$ cat src/rtl/tta_pkg.sv
`timescale 1ns / 1ps
// ----------------------------------------------------------------------------
// tta_pkg
// Shared types and constants of the texture tap address unit.
// ----------------------------------------------------------------------------
package tta_pkg;

	localparam int FP_W       = 32;
	localparam int EXP_W      = 8;
	localparam int MAN_W      = 23;
	localparam int SIG_W      = 24;
	localparam int SIZE_W     = 15;
	localparam int TAP_W      = 14;
	localparam int BLEND_W    = 16;
	localparam int CFG_DATA_W = 15;
	localparam int CFG_IDX_W  = 3;

	localparam logic [EXP_W-1:0] EXP_ALL_ONES = 8'd255;
	localparam logic [EXP_W-1:0] EXP_ONE      = 8'd127;
	localparam logic [EXP_W-1:0] EXP_INT      = 8'd150;
	localparam logic [EXP_W-1:0] SUBN_SHIFT   = 8'd149;

	localparam int SIZE_LIMIT = (1 << SIZE_W) - 1;

	typedef enum logic [CFG_IDX_W-1:0] {
		CFG_TEX_WIDTH     = 3'd0,
		CFG_TEX_HEIGHT    = 3'd1,
		CFG_WRAP_U        = 3'd2,
		CFG_WRAP_V        = 3'd3,
		CFG_FILTER_LINEAR = 3'd4
	} cfg_reg_t;

	// Load enables of the four pipeline stages
	typedef struct packed {
		logic s1;
		logic s2;
		logic s3;
		logic s4;
	} stage_adv_t;

	// Addressing set-up of one axis
	typedef struct packed {
		logic              wrap;
		logic              linear;
		logic [SIZE_W-1:0] size;
	} axis_cfg_t;

endpackage

$ cat src/rtl/texture_tap_address_unit.sv
`timescale 1ns / 1ps
// ----------------------------------------------------------------------------
// texture_tap_address_unit
// Texel tap addresses and bilinear weights from a binary32 (u, v) pair.
// ----------------------------------------------------------------------------
// Takes one (u, v) coordinate transfer per clock while the output is not
// stalled and carries it through the pipeline stages to the output ports:
// stage 1 decodes the float and shifts it into fixed point, stage 2
// finishes the clamp or repeat reduction, stage 3 multiplies by the texture
// size, stage 4 forms the taps and weights and holds the result on the
// output ports. Throughput is one item per cycle while out_ready stays high:
// every stage can load in each cycle, and the single size multiplier per
// axis sits alone in stage 3. Each stage moves on
// when it is empty or the stage after it moves, so a stalled output only
// holds up as many stages as are full; bubbles are squeezed out. Write the
// configuration registers only while no item is in flight. Sizes of 0 act
// as 1 and sizes above MAX_DIM act as MAX_DIM; tap indices are 14 bits.
// ----------------------------------------------------------------------------
module texture_tap_address_unit
	import tta_pkg::*;
#(
	parameter int MAX_DIM         = 16384,
	parameter int COORD_FRAC_BITS = 32
) (
	input  logic                  clk,
	input  logic                  arst_n,

	input  logic                  cfg_write,
	input  logic [CFG_IDX_W-1:0]  cfg_index,
	input  logic [CFG_DATA_W-1:0] cfg_data,

	input  logic                  in_valid,
	output logic                  in_ready,
	input  logic [FP_W-1:0]       coord_u,
	input  logic [FP_W-1:0]       coord_v,

	output logic                  out_valid,
	input  logic                  out_ready,
	output logic [TAP_W-1:0]      u_first,
	output logic [TAP_W-1:0]      u_second,
	output logic [TAP_W-1:0]      v_first,
	output logic [TAP_W-1:0]      v_second,
	output logic [BLEND_W-1:0]    u_blend,
	output logic [BLEND_W-1:0]    v_blend
);

	localparam int F  = COORD_FRAC_BITS;
	localparam int PW = F + SIZE_W + 1;
	localparam logic [SIZE_W-1:0] DIM_CAP =
		SIZE_W'((MAX_DIM > SIZE_LIMIT) ? SIZE_LIMIT : MAX_DIM);

	// Configuration; sizes are kept already limited to the legal range
	logic [SIZE_W-1:0] width_q;
	logic [SIZE_W-1:0] height_q;
	logic              wrap_u_q;
	logic              wrap_v_q;
	logic              linear_q;
	logic [SIZE_W-1:0] size_in;

	axis_cfg_t cfg_u;
	axis_cfg_t cfg_v;

	// Pipeline occupancy and flow control
	logic       valid_s1;
	logic       valid_s2;
	logic       valid_s3;
	logic       valid_s4;
	stage_adv_t adv;

	logic [F:0]  r_u_s2;
	logic [F:0]  r_v_s2;
	logic [PW-1:0] p_u_s3;
	logic [PW-1:0] p_v_s3;

	// Clamp a written size to 1 .. MAX_DIM
	always_comb begin
		if (cfg_data[SIZE_W-1:0] == '0) begin
			size_in = SIZE_W'(1);
		end else if (cfg_data[SIZE_W-1:0] > DIM_CAP) begin
			size_in = DIM_CAP;
		end else begin
			size_in = cfg_data[SIZE_W-1:0];
		end
	end

	always_ff @(posedge clk or negedge arst_n) begin
		if (!arst_n) begin
			width_q  <= SIZE_W'(1);
			height_q <= SIZE_W'(1);
			wrap_u_q <= 1'b0;
			wrap_v_q <= 1'b0;
			linear_q <= 1'b0;
		end else if (cfg_write) begin
			unique case (cfg_reg_t'(cfg_index))
				CFG_TEX_WIDTH:     width_q  <= size_in;
				CFG_TEX_HEIGHT:    height_q <= size_in;
				CFG_WRAP_U:        wrap_u_q <= cfg_data[0];
				CFG_WRAP_V:        wrap_v_q <= cfg_data[0];
				CFG_FILTER_LINEAR: linear_q <= cfg_data[0];
				default: ; // drop writes past the register list
			endcase
		end
	end

	assign cfg_u = '{wrap: wrap_u_q, linear: linear_q, size: width_q};
	assign cfg_v = '{wrap: wrap_v_q, linear: linear_q, size: height_q};

	// A stage loads when it is empty or its contents move on downstream
	assign adv.s4 = !valid_s4 || out_ready;
	assign adv.s3 = !valid_s3 || adv.s4;
	assign adv.s2 = !valid_s2 || adv.s3;
	assign adv.s1 = !valid_s1 || adv.s2;

	assign in_ready  = adv.s1;
	assign out_valid = valid_s4;

	always_ff @(posedge clk or negedge arst_n) begin
		if (!arst_n) begin
			valid_s1 <= 1'b0;
			valid_s2 <= 1'b0;
			valid_s3 <= 1'b0;
			valid_s4 <= 1'b0;
		end else begin
			if (adv.s1) begin
				valid_s1 <= in_valid;
			end
			if (adv.s2) begin
				valid_s2 <= valid_s1;
			end
			if (adv.s3) begin
				valid_s3 <= valid_s2;
			end
			if (adv.s4) begin
				valid_s4 <= valid_s3;
			end
		end
	end

	// Stages 1 and 2: reduce each coordinate to [0,1]
	tta_reduce #(.COORD_FRAC_BITS(COORD_FRAC_BITS)) u_reduce_u (
		.clk   (clk),
		.adv   (adv),
		.cfg   (cfg_u),
		.coord (coord_u),
		.r_s2  (r_u_s2)
	);

	tta_reduce #(.COORD_FRAC_BITS(COORD_FRAC_BITS)) u_reduce_v (
		.clk   (clk),
		.adv   (adv),
		.cfg   (cfg_v),
		.coord (coord_v),
		.r_s2  (r_v_s2)
	);

	// Stage 3: scale by texture size
	tta_scale #(.COORD_FRAC_BITS(COORD_FRAC_BITS)) u_scale_u (
		.clk  (clk),
		.adv  (adv),
		.cfg  (cfg_u),
		.r_s2 (r_u_s2),
		.p_s3 (p_u_s3)
	);

	tta_scale #(.COORD_FRAC_BITS(COORD_FRAC_BITS)) u_scale_v (
		.clk  (clk),
		.adv  (adv),
		.cfg  (cfg_v),
		.r_s2 (r_v_s2),
		.p_s3 (p_v_s3)
	);

	// Stage 4: taps and weights, held on the output ports
	tta_tap #(.COORD_FRAC_BITS(COORD_FRAC_BITS)) u_tap_u (
		.clk       (clk),
		.adv       (adv),
		.cfg       (cfg_u),
		.p_s3      (p_u_s3),
		.first_s4  (u_first),
		.second_s4 (u_second),
		.blend_s4  (u_blend)
	);

	tta_tap #(.COORD_FRAC_BITS(COORD_FRAC_BITS)) u_tap_v (
		.clk       (clk),
		.adv       (adv),
		.cfg       (cfg_v),
		.p_s3      (p_v_s3),
		.first_s4  (v_first),
		.second_s4 (v_second),
		.blend_s4  (v_blend)
	);

endmodule

$ cat src/rtl/tta_reduce.sv
`timescale 1ns / 1ps
// ----------------------------------------------------------------------------
// tta_reduce
// Binary32 coordinate to fixed-point r in [0,1]: clamp or fractional part.
// ----------------------------------------------------------------------------
module tta_reduce
	import tta_pkg::*;
#(
	parameter int COORD_FRAC_BITS = 32
) (
	input  logic                     clk,
	input  stage_adv_t               adv,
	input  axis_cfg_t                cfg,
	input  logic [FP_W-1:0]          coord,
	output logic [COORD_FRAC_BITS:0] r_s2
);

	localparam int F  = COORD_FRAC_BITS;
	localparam int SW = SIG_W + F;
	localparam logic [F:0] ONE = (F+1)'(1) << F;

	logic [EXP_W-1:0] expo;
	logic [MAN_W-1:0] man;
	logic             neg;
	logic [SIG_W-1:0] sig;
	logic [EXP_W-1:0] shamt;
	logic [SIG_W-1:0] fnum;
	logic [SW-1:0]    wide;
	logic [SW-1:0]    shifted;
	logic             rem_nz;
	logic             kill;

	logic             kill_s1;
	logic             big_s1;
	logic             neg_s1;
	logic             rem_s1;
	logic [F-1:0]     frac_s1;

	logic [F:0]       r_next;

	assign expo = coord[FP_W-2 -: EXP_W];
	assign man  = coord[MAN_W-1:0];
	assign neg  = coord[FP_W-1];
	assign sig  = (expo == '0) ? {1'b0, man} : {1'b1, man};

	// Right shift that turns sig * 2^F into the fixed-point value
	assign shamt = (expo == '0) ? SUBN_SHIFT : EXP_INT - expo;

	// Integer bits drop out; for a value below one, as clamp mode uses, the shift is 24 or more
	assign fnum    = sig & ~({SIG_W{1'b1}} << shamt);
	assign wide    = {fnum, {F{1'b0}}};
	assign shifted = wide >> shamt;
	assign rem_nz  = |(wide & ~({SW{1'b1}} << shamt));

	assign kill = (expo == EXP_ALL_ONES) || (sig == '0) ||
		(cfg.wrap ? ((expo >= EXP_INT) || (fnum == '0)) : neg);

	always_ff @(posedge clk) begin
		if (adv.s1) begin
			kill_s1 <= kill;
			big_s1  <= (expo >= EXP_ONE);
			neg_s1  <= neg;
			rem_s1  <= rem_nz;
			frac_s1 <= shifted[F-1:0];
		end
	end

	always_comb begin
		if (kill_s1) begin
			r_next = '0;
		end else if (!cfg.wrap) begin
			r_next = big_s1 ? ONE : {1'b0, frac_s1};
		end else if (neg_s1) begin
			// fraction of a negative value: one minus the rounded-up magnitude
			r_next = ONE - ({1'b0, frac_s1} + (F+1)'(rem_s1));
		end else begin
			r_next = {1'b0, frac_s1};
		end
	end

	always_ff @(posedge clk) begin
		if (adv.s2) begin
			r_s2 <= r_next;
		end
	end

endmodule

$ cat src/rtl/tta_scale.sv
`timescale 1ns / 1ps
// ----------------------------------------------------------------------------
// tta_scale
// Scale the reduced coordinate by the texture size of its axis.
// ----------------------------------------------------------------------------
module tta_scale
	import tta_pkg::*;
#(
	parameter int COORD_FRAC_BITS = 32
) (
	input  logic                              clk,
	input  stage_adv_t                        adv,
	input  axis_cfg_t                         cfg,
	input  logic [COORD_FRAC_BITS:0]          r_s2,
	output logic [COORD_FRAC_BITS+SIZE_W:0]   p_s3
);

	localparam int PW = COORD_FRAC_BITS + SIZE_W + 1;

	always_ff @(posedge clk) begin
		if (adv.s3) begin
			p_s3 <= PW'(r_s2) * PW'(cfg.size);
		end
	end

endmodule

$ cat src/rtl/tta_tap.sv
`timescale 1ns / 1ps
// ----------------------------------------------------------------------------
// tta_tap
// Tap indices and blend weight of one axis from the scaled coordinate.
// ----------------------------------------------------------------------------
module tta_tap
	import tta_pkg::*;
#(
	parameter int COORD_FRAC_BITS = 32
) (
	input  logic                            clk,
	input  stage_adv_t                      adv,
	input  axis_cfg_t                       cfg,
	input  logic [COORD_FRAC_BITS+SIZE_W:0] p_s3,
	output logic [TAP_W-1:0]                first_s4,
	output logic [TAP_W-1:0]                second_s4,
	output logic [BLEND_W-1:0]              blend_s4
);

	localparam int F  = COORD_FRAC_BITS;
	localparam int PW = F + SIZE_W + 1;
	localparam int IW = SIZE_W + 1;
	localparam logic [PW-1:0] HALF = PW'(1) << (F - 1);

	logic [IW-1:0] size_x;
	logic [IW-1:0] near_tap;
	logic          below;
	logic [PW-1:0] q;
	logic [PW-1:0] w;
	logic [IW-1:0] t;
	logic [IW-1:0] first_n;
	logic [IW-1:0] second_n;
	logic [BLEND_W-1:0] blend_n;

	// Fold an index at or past the edge back into the texture
	function automatic logic [IW-1:0] fit_tap(
		input logic [IW-1:0] tap,
		input logic [IW-1:0] size,
		input logic          wrap
	);
		logic [IW-1:0] res;
		if (tap < size) begin
			res = tap;
		end else if (wrap) begin
			res = tap - size;
		end else begin
			res = size - IW'(1);
		end
		return res;
	endfunction

	assign size_x   = {1'b0, cfg.size};
	assign near_tap = p_s3[F +: IW];
	assign below    = (p_s3 < HALF);
	assign q        = p_s3 - HALF;
	assign t        = q[F +: IW];
	assign w        = below ? (p_s3 + HALF) : q;

	always_comb begin
		if (!cfg.linear) begin
			first_n  = fit_tap(near_tap, size_x, cfg.wrap);
			second_n = first_n;
			blend_n  = '0;
		end else if (below) begin
			first_n  = cfg.wrap ? (size_x - IW'(1)) : '0;
			second_n = '0;
			blend_n  = w[F-1 -: BLEND_W];
		end else begin
			first_n  = fit_tap(t, size_x, cfg.wrap);
			second_n = fit_tap(t + IW'(1), size_x, cfg.wrap);
			blend_n  = w[F-1 -: BLEND_W];
		end
	end

	always_ff @(posedge clk) begin
		if (adv.s4) begin
			first_s4  <= first_n[TAP_W-1:0];
			second_s4 <= second_n[TAP_W-1:0];
			blend_s4  <= blend_n;
		end
	end

endmodule
$ cat config.mk
export PLATFORM = sky130hd
export DESIGN_NAME = texture_tap_address_unit
export DESIGN_NICKNAME = d
export VERILOG_FILES = /design/src/rtl/tta_pkg.sv /design/src/rtl/texture_tap_address_unit.sv /design/src/rtl/tta_reduce.sv /design/src/rtl/tta_scale.sv /design/src/rtl/tta_tap.sv
export SDC_FILE = /design/constraint.sdc
export NUM_CORES = 2
export LEC_CHECK = 0
export BUFFER_PORTS_ARGS = -buffer_cell sky130_fd_sc_hd__buf_2
export CAP_MARGIN = 20
export CORE_MARGIN = 2
export CORE_UTILIZATION = 45
export DETAILED_ROUTE_END_ITERATION = 10
export SYNTH_ARGS = -nofsm -noshare
export SYNTH_HDL_FRONTEND = slang
export SYNTH_SLANG_ARGS = --single-unit
$ cat constraint.sdc
create_clock -name clk -period 6.5 [get_ports clk]
set_clock_uncertainty 0.05 [all_clocks]
set_input_delay 0.65 -clock clk [delete_from_list [all_inputs] [get_ports clk]]
set_output_delay 0.65 -clock clk [all_outputs]
set_load 0.01 [all_outputs]
==> metrics.txt <==
total I/O pin count 177; global placer's final weighted congestion 0.942; unrepaired setup endpoints after global routing yes; ranking of synthesized cells by area fa_1 (28%), edfxtp_1 (15%), ha_1 (8.5%), and2_1 (6.7%), inv_1 (6.5%); CTS clk-pin slew, worst paths 50 ps; worst hold slack approximately 110 ps; vias in the first global route just under 50000; Netlist cell types between 90 and 100; Area Overhead vs Synth 13.2%; top_reg_cell synth edfxtp_1; Top cell by count, worst path fa_1; Hold WC Path Type in -> async; area leader, netlist fa_1; FFs w/ async S/R, synth 11.3%; Critical Path RT 6840 ps; synth warn 0; Worst Reg2Reg Path Length in Cells 24; peak supply drop 0.295 mV; worst r2r dst u_scale_v.p_s3[47]$_DFFE_PP_; outcome finished with violations; crit path DAT 6900 ps; H-tree depth 2; Fin Setup TNS -167 ps; DRC viols 0; Mapped Area about 57000 um^2; largest net degree at the start of global routing between 60 and 70; clock buffer count from CTS 44; Leak 29.7 nW; r2r startpoint height_q[1]$_DFFE_PN0P_; Max Buffers Root-to-Sink 3; Hold Vio Cnt, Final 0; full die area 130000 um^2; Worst Setup Slack, final -64.6 ps; Seq/Total Area, Yosys 16.8%; Critical Path Sink Type flop; Pwr Density 383 nW/um^2; site row count 130; Worst slew margin 29.3%; via/cell ratio 5.62; maximum clock frequency 152 MHz; DR vias around 48000; post-synthesis instance total 6521; CP Launch Type flop; Design Power 24.9 mW; Initial DRT Pass Iterations 6; Root Driver clkbuf_16; Synth Register Bits 327; fin nets 8073; fin crit share 101%; first-pass GRT wire length approximately 270 mm; DR WL/cell 20.1 um; Post-Syn Nets 7802; R2R setup slack -60 ps; Crit Path Class reg -> reg; final-report setup violation count 4; failing checks setup timing; GRT Util Overall 26.3%; DRT Wirelength about 170 mm; EDFF count, synth 290; top cell type's share of synthesized area 28.1%; HPWL after DPL 138 mm; initial antenna violation count 9; max incr delay on CP 560 ps; CP cell instances buf_12 > buf_4 > and2_1 > fa_1 > inv_1 > fa_1 > inv_1 > fa_1 > fa_2 > fa_1 > inv_1 > fa_1 > inv_1 > ha_1 > a21o_1 > a21o_1 > a21o_1 > a21oi_2 > nor2b_2 > nor4bb_4 > a21oi_4 > a2111oi_4 > o41ai_2 > xnor2_1; Sink Count about 330; Starting Density 45.5%; DRT antenna net count 0; share of layout cells above drive strength 1 12.5%; PortBufs 176; Worst-Margin Slew 1060 ps; Core Util, Final 51.5%; pre-CTS setup slack -553 ps; CTS tree done; Chip Width about 360 um; Die Span Y ~360 um; 1st-iter DRT viols 3666; later-pin clock latency in the skew report 650 ps; Max-cap violations 0; max-slew violations 0; post-route minimum period 6560 ps; grt ovf 0; CP max FO 5; CP max stage cell fa_1; register area 9650 um^2; Multi-input gate area 43600 um^2; # fillers roughly 12000; syn avg cell area 8.79 um^2; core area approximately 130000 um^2
## layout make-up
class                      count  area share, %
multi-input combinational   4873           67.2
sequential                   327           14.9
timing repair buffer         557           6.71
inverter                     989           5.72
tap                         1650           3.18
clock buffer                  59           1.88
clock inverter                23          0.453
antenna                        4         0.0154
## cell usage after synthesis, types with 42 or more instances
library cell / n
a22oi_1: 67
fa_1: 806
nor2b_1: 45
edfxtp_1: 290
nor2_1: 325
nor4_1: 42
o21a_1: 44
nand3_1: 88
nand2b_1: 52
ha_1: 388
a211oi_1: 51
xor2_1: 74
a21oi_1: 291
xnor2_1: 192
and2_1: 615
a21o_1: 80
nor3_1: 106
nand2_1: 704
inv_1: 987
clkbuf_1: 303
mux2i_1: 60
o22ai_1: 48
o21ai_0: 228
## layer usage
metal  track usage (%)  up-vias  routed length [um]
li1                  -    22100                   -
met1              36.1    23700               75200
met2              43.1     1544               79000
met3              3.52      271               10800
met4              8.23        2                5530
met5                 0        -                  12
## report_power, final
| part | leakage [nW] | switching, mW | internal (mW) |
|---|---|---|---|
| logic | 25.4 | 10.4 | 7.98 |
| clock network | 0.734 | 1.05 | 1.53 |
| registers | 3.58 | 0.570 | 3.35 |
| total | 29.7 | 12.0 | 12.9 |
## flip-flops by register name, indices dropped and copies added, names as in the netlist, 15 cells and up
name and flops:
u_reduce_u.r_s2 33, u_tap_u.blend_s4 16, u_scale_u.p_s3 32, u_reduce_v.r_s2 33, u_reduce_u.frac_s1 32, u_reduce_v.frac_s1 32, u_tap_v.blend_s4 16, width_q 15
height_q 15, u_scale_v.p_s3 32
## worst max-delay path by stage
stage / to / slack, ps / from / cells after the start
after floorplan: u_scale_v.p_s3[41]$_DFFE_PP_ / 7 / height_q[9]$_DFFE_PN0P_ / 24
after global placement: u_scale_u.p_s3[47]$_DFFE_PP_ / -530 / width_q[3]$_DFFE_PN0P_ / 25
after detailed placement: u_scale_u.p_s3[47]$_DFFE_PP_ / -550 / width_q[3]$_DFFE_PN0P_ / 25
after CTS: u_scale_v.p_s3[45]$_DFFE_PP_ / -90 / height_q[1]$_DFFE_PN0P_ / 26
after global routing: u_scale_v.p_s3[47]$_DFFE_PP_ / -250 / u_reduce_v.r_s2[17]$_SDFFCE_PP0P_ / 23
final: u_scale_v.p_s3[47]$_DFFE_PP_ / -60 / height_q[1]$_DFFE_PN0P_ / 24
## through the flow
| step | area [um^2] | cells |
|---|---|---|
| 3_5_place_dp | 62100 | 8354 |
| 2_1_floorplan | 57400 | 6521 |
| 6_report | 64900 | 8482 |
| 3_3_place_gp | 62100 | 8354 |
| 5_1_grt | 64900 | 8482 |
| 4_1_cts | 64100 | 8458 |
## cell usage in the layout, fill, tap and decap left out, types with 48 or more instances in the layout
cell	instances
xnor2_1	186
nor3_1	104
edfxtp_1	290
a211oi_1	49
a22oi_1	66
a21oi_1	266
nand2b_1	52
nand2_1	700
and2_1	596
inv_1	963
fa_1	791
ha_1	371
buf_2	176
buf_4	302
a21o_1	80
mux2i_1	60
nor2_1	321
xor2_1	71
o22ai_1	48
o21ai_0	220
nand3_1	85
## critical path: cells and delay by family, from the launching register on
| family | cells | cell delay (ps) |
|---|---|---|
| adder cells (fa/ha/maj) | 7 | 3210 |
| AO/OA/AOI/OAI | 7 | 1380 |
| AND/OR/NAND/NOR | 3 | 590 |
| buffers and inverters | 6 | 490 |
| flip-flops | 1 | 470 |
| XOR/XNOR | 1 | 130 |
## cells by family after synthesis
kind of cell / count (synthesis) / synth area share [%]
muxes: 78 / 1.42
AOI/OAI and AO/OA: 1192 / 13.8
buffers and inverters: 1321 / 8.67
xor gates and xnor gates: 266 / 4.06
DFF: 327 / 16.8
adders and majority gates: 1195 / 36.6
and+or+nand+nor: 2142 / 18.7
## repair_timing
item	4_1_cts	5_1_grt
gates cloned	2	0
hold buffers	0	0
gates resized for setup	78	156
endpoints found under the setup margin	40	38
pin swaps	43	120
buffers inserted	21	28
endpoints found under the hold margin	0	0
(Power assumes the default switching activity.)
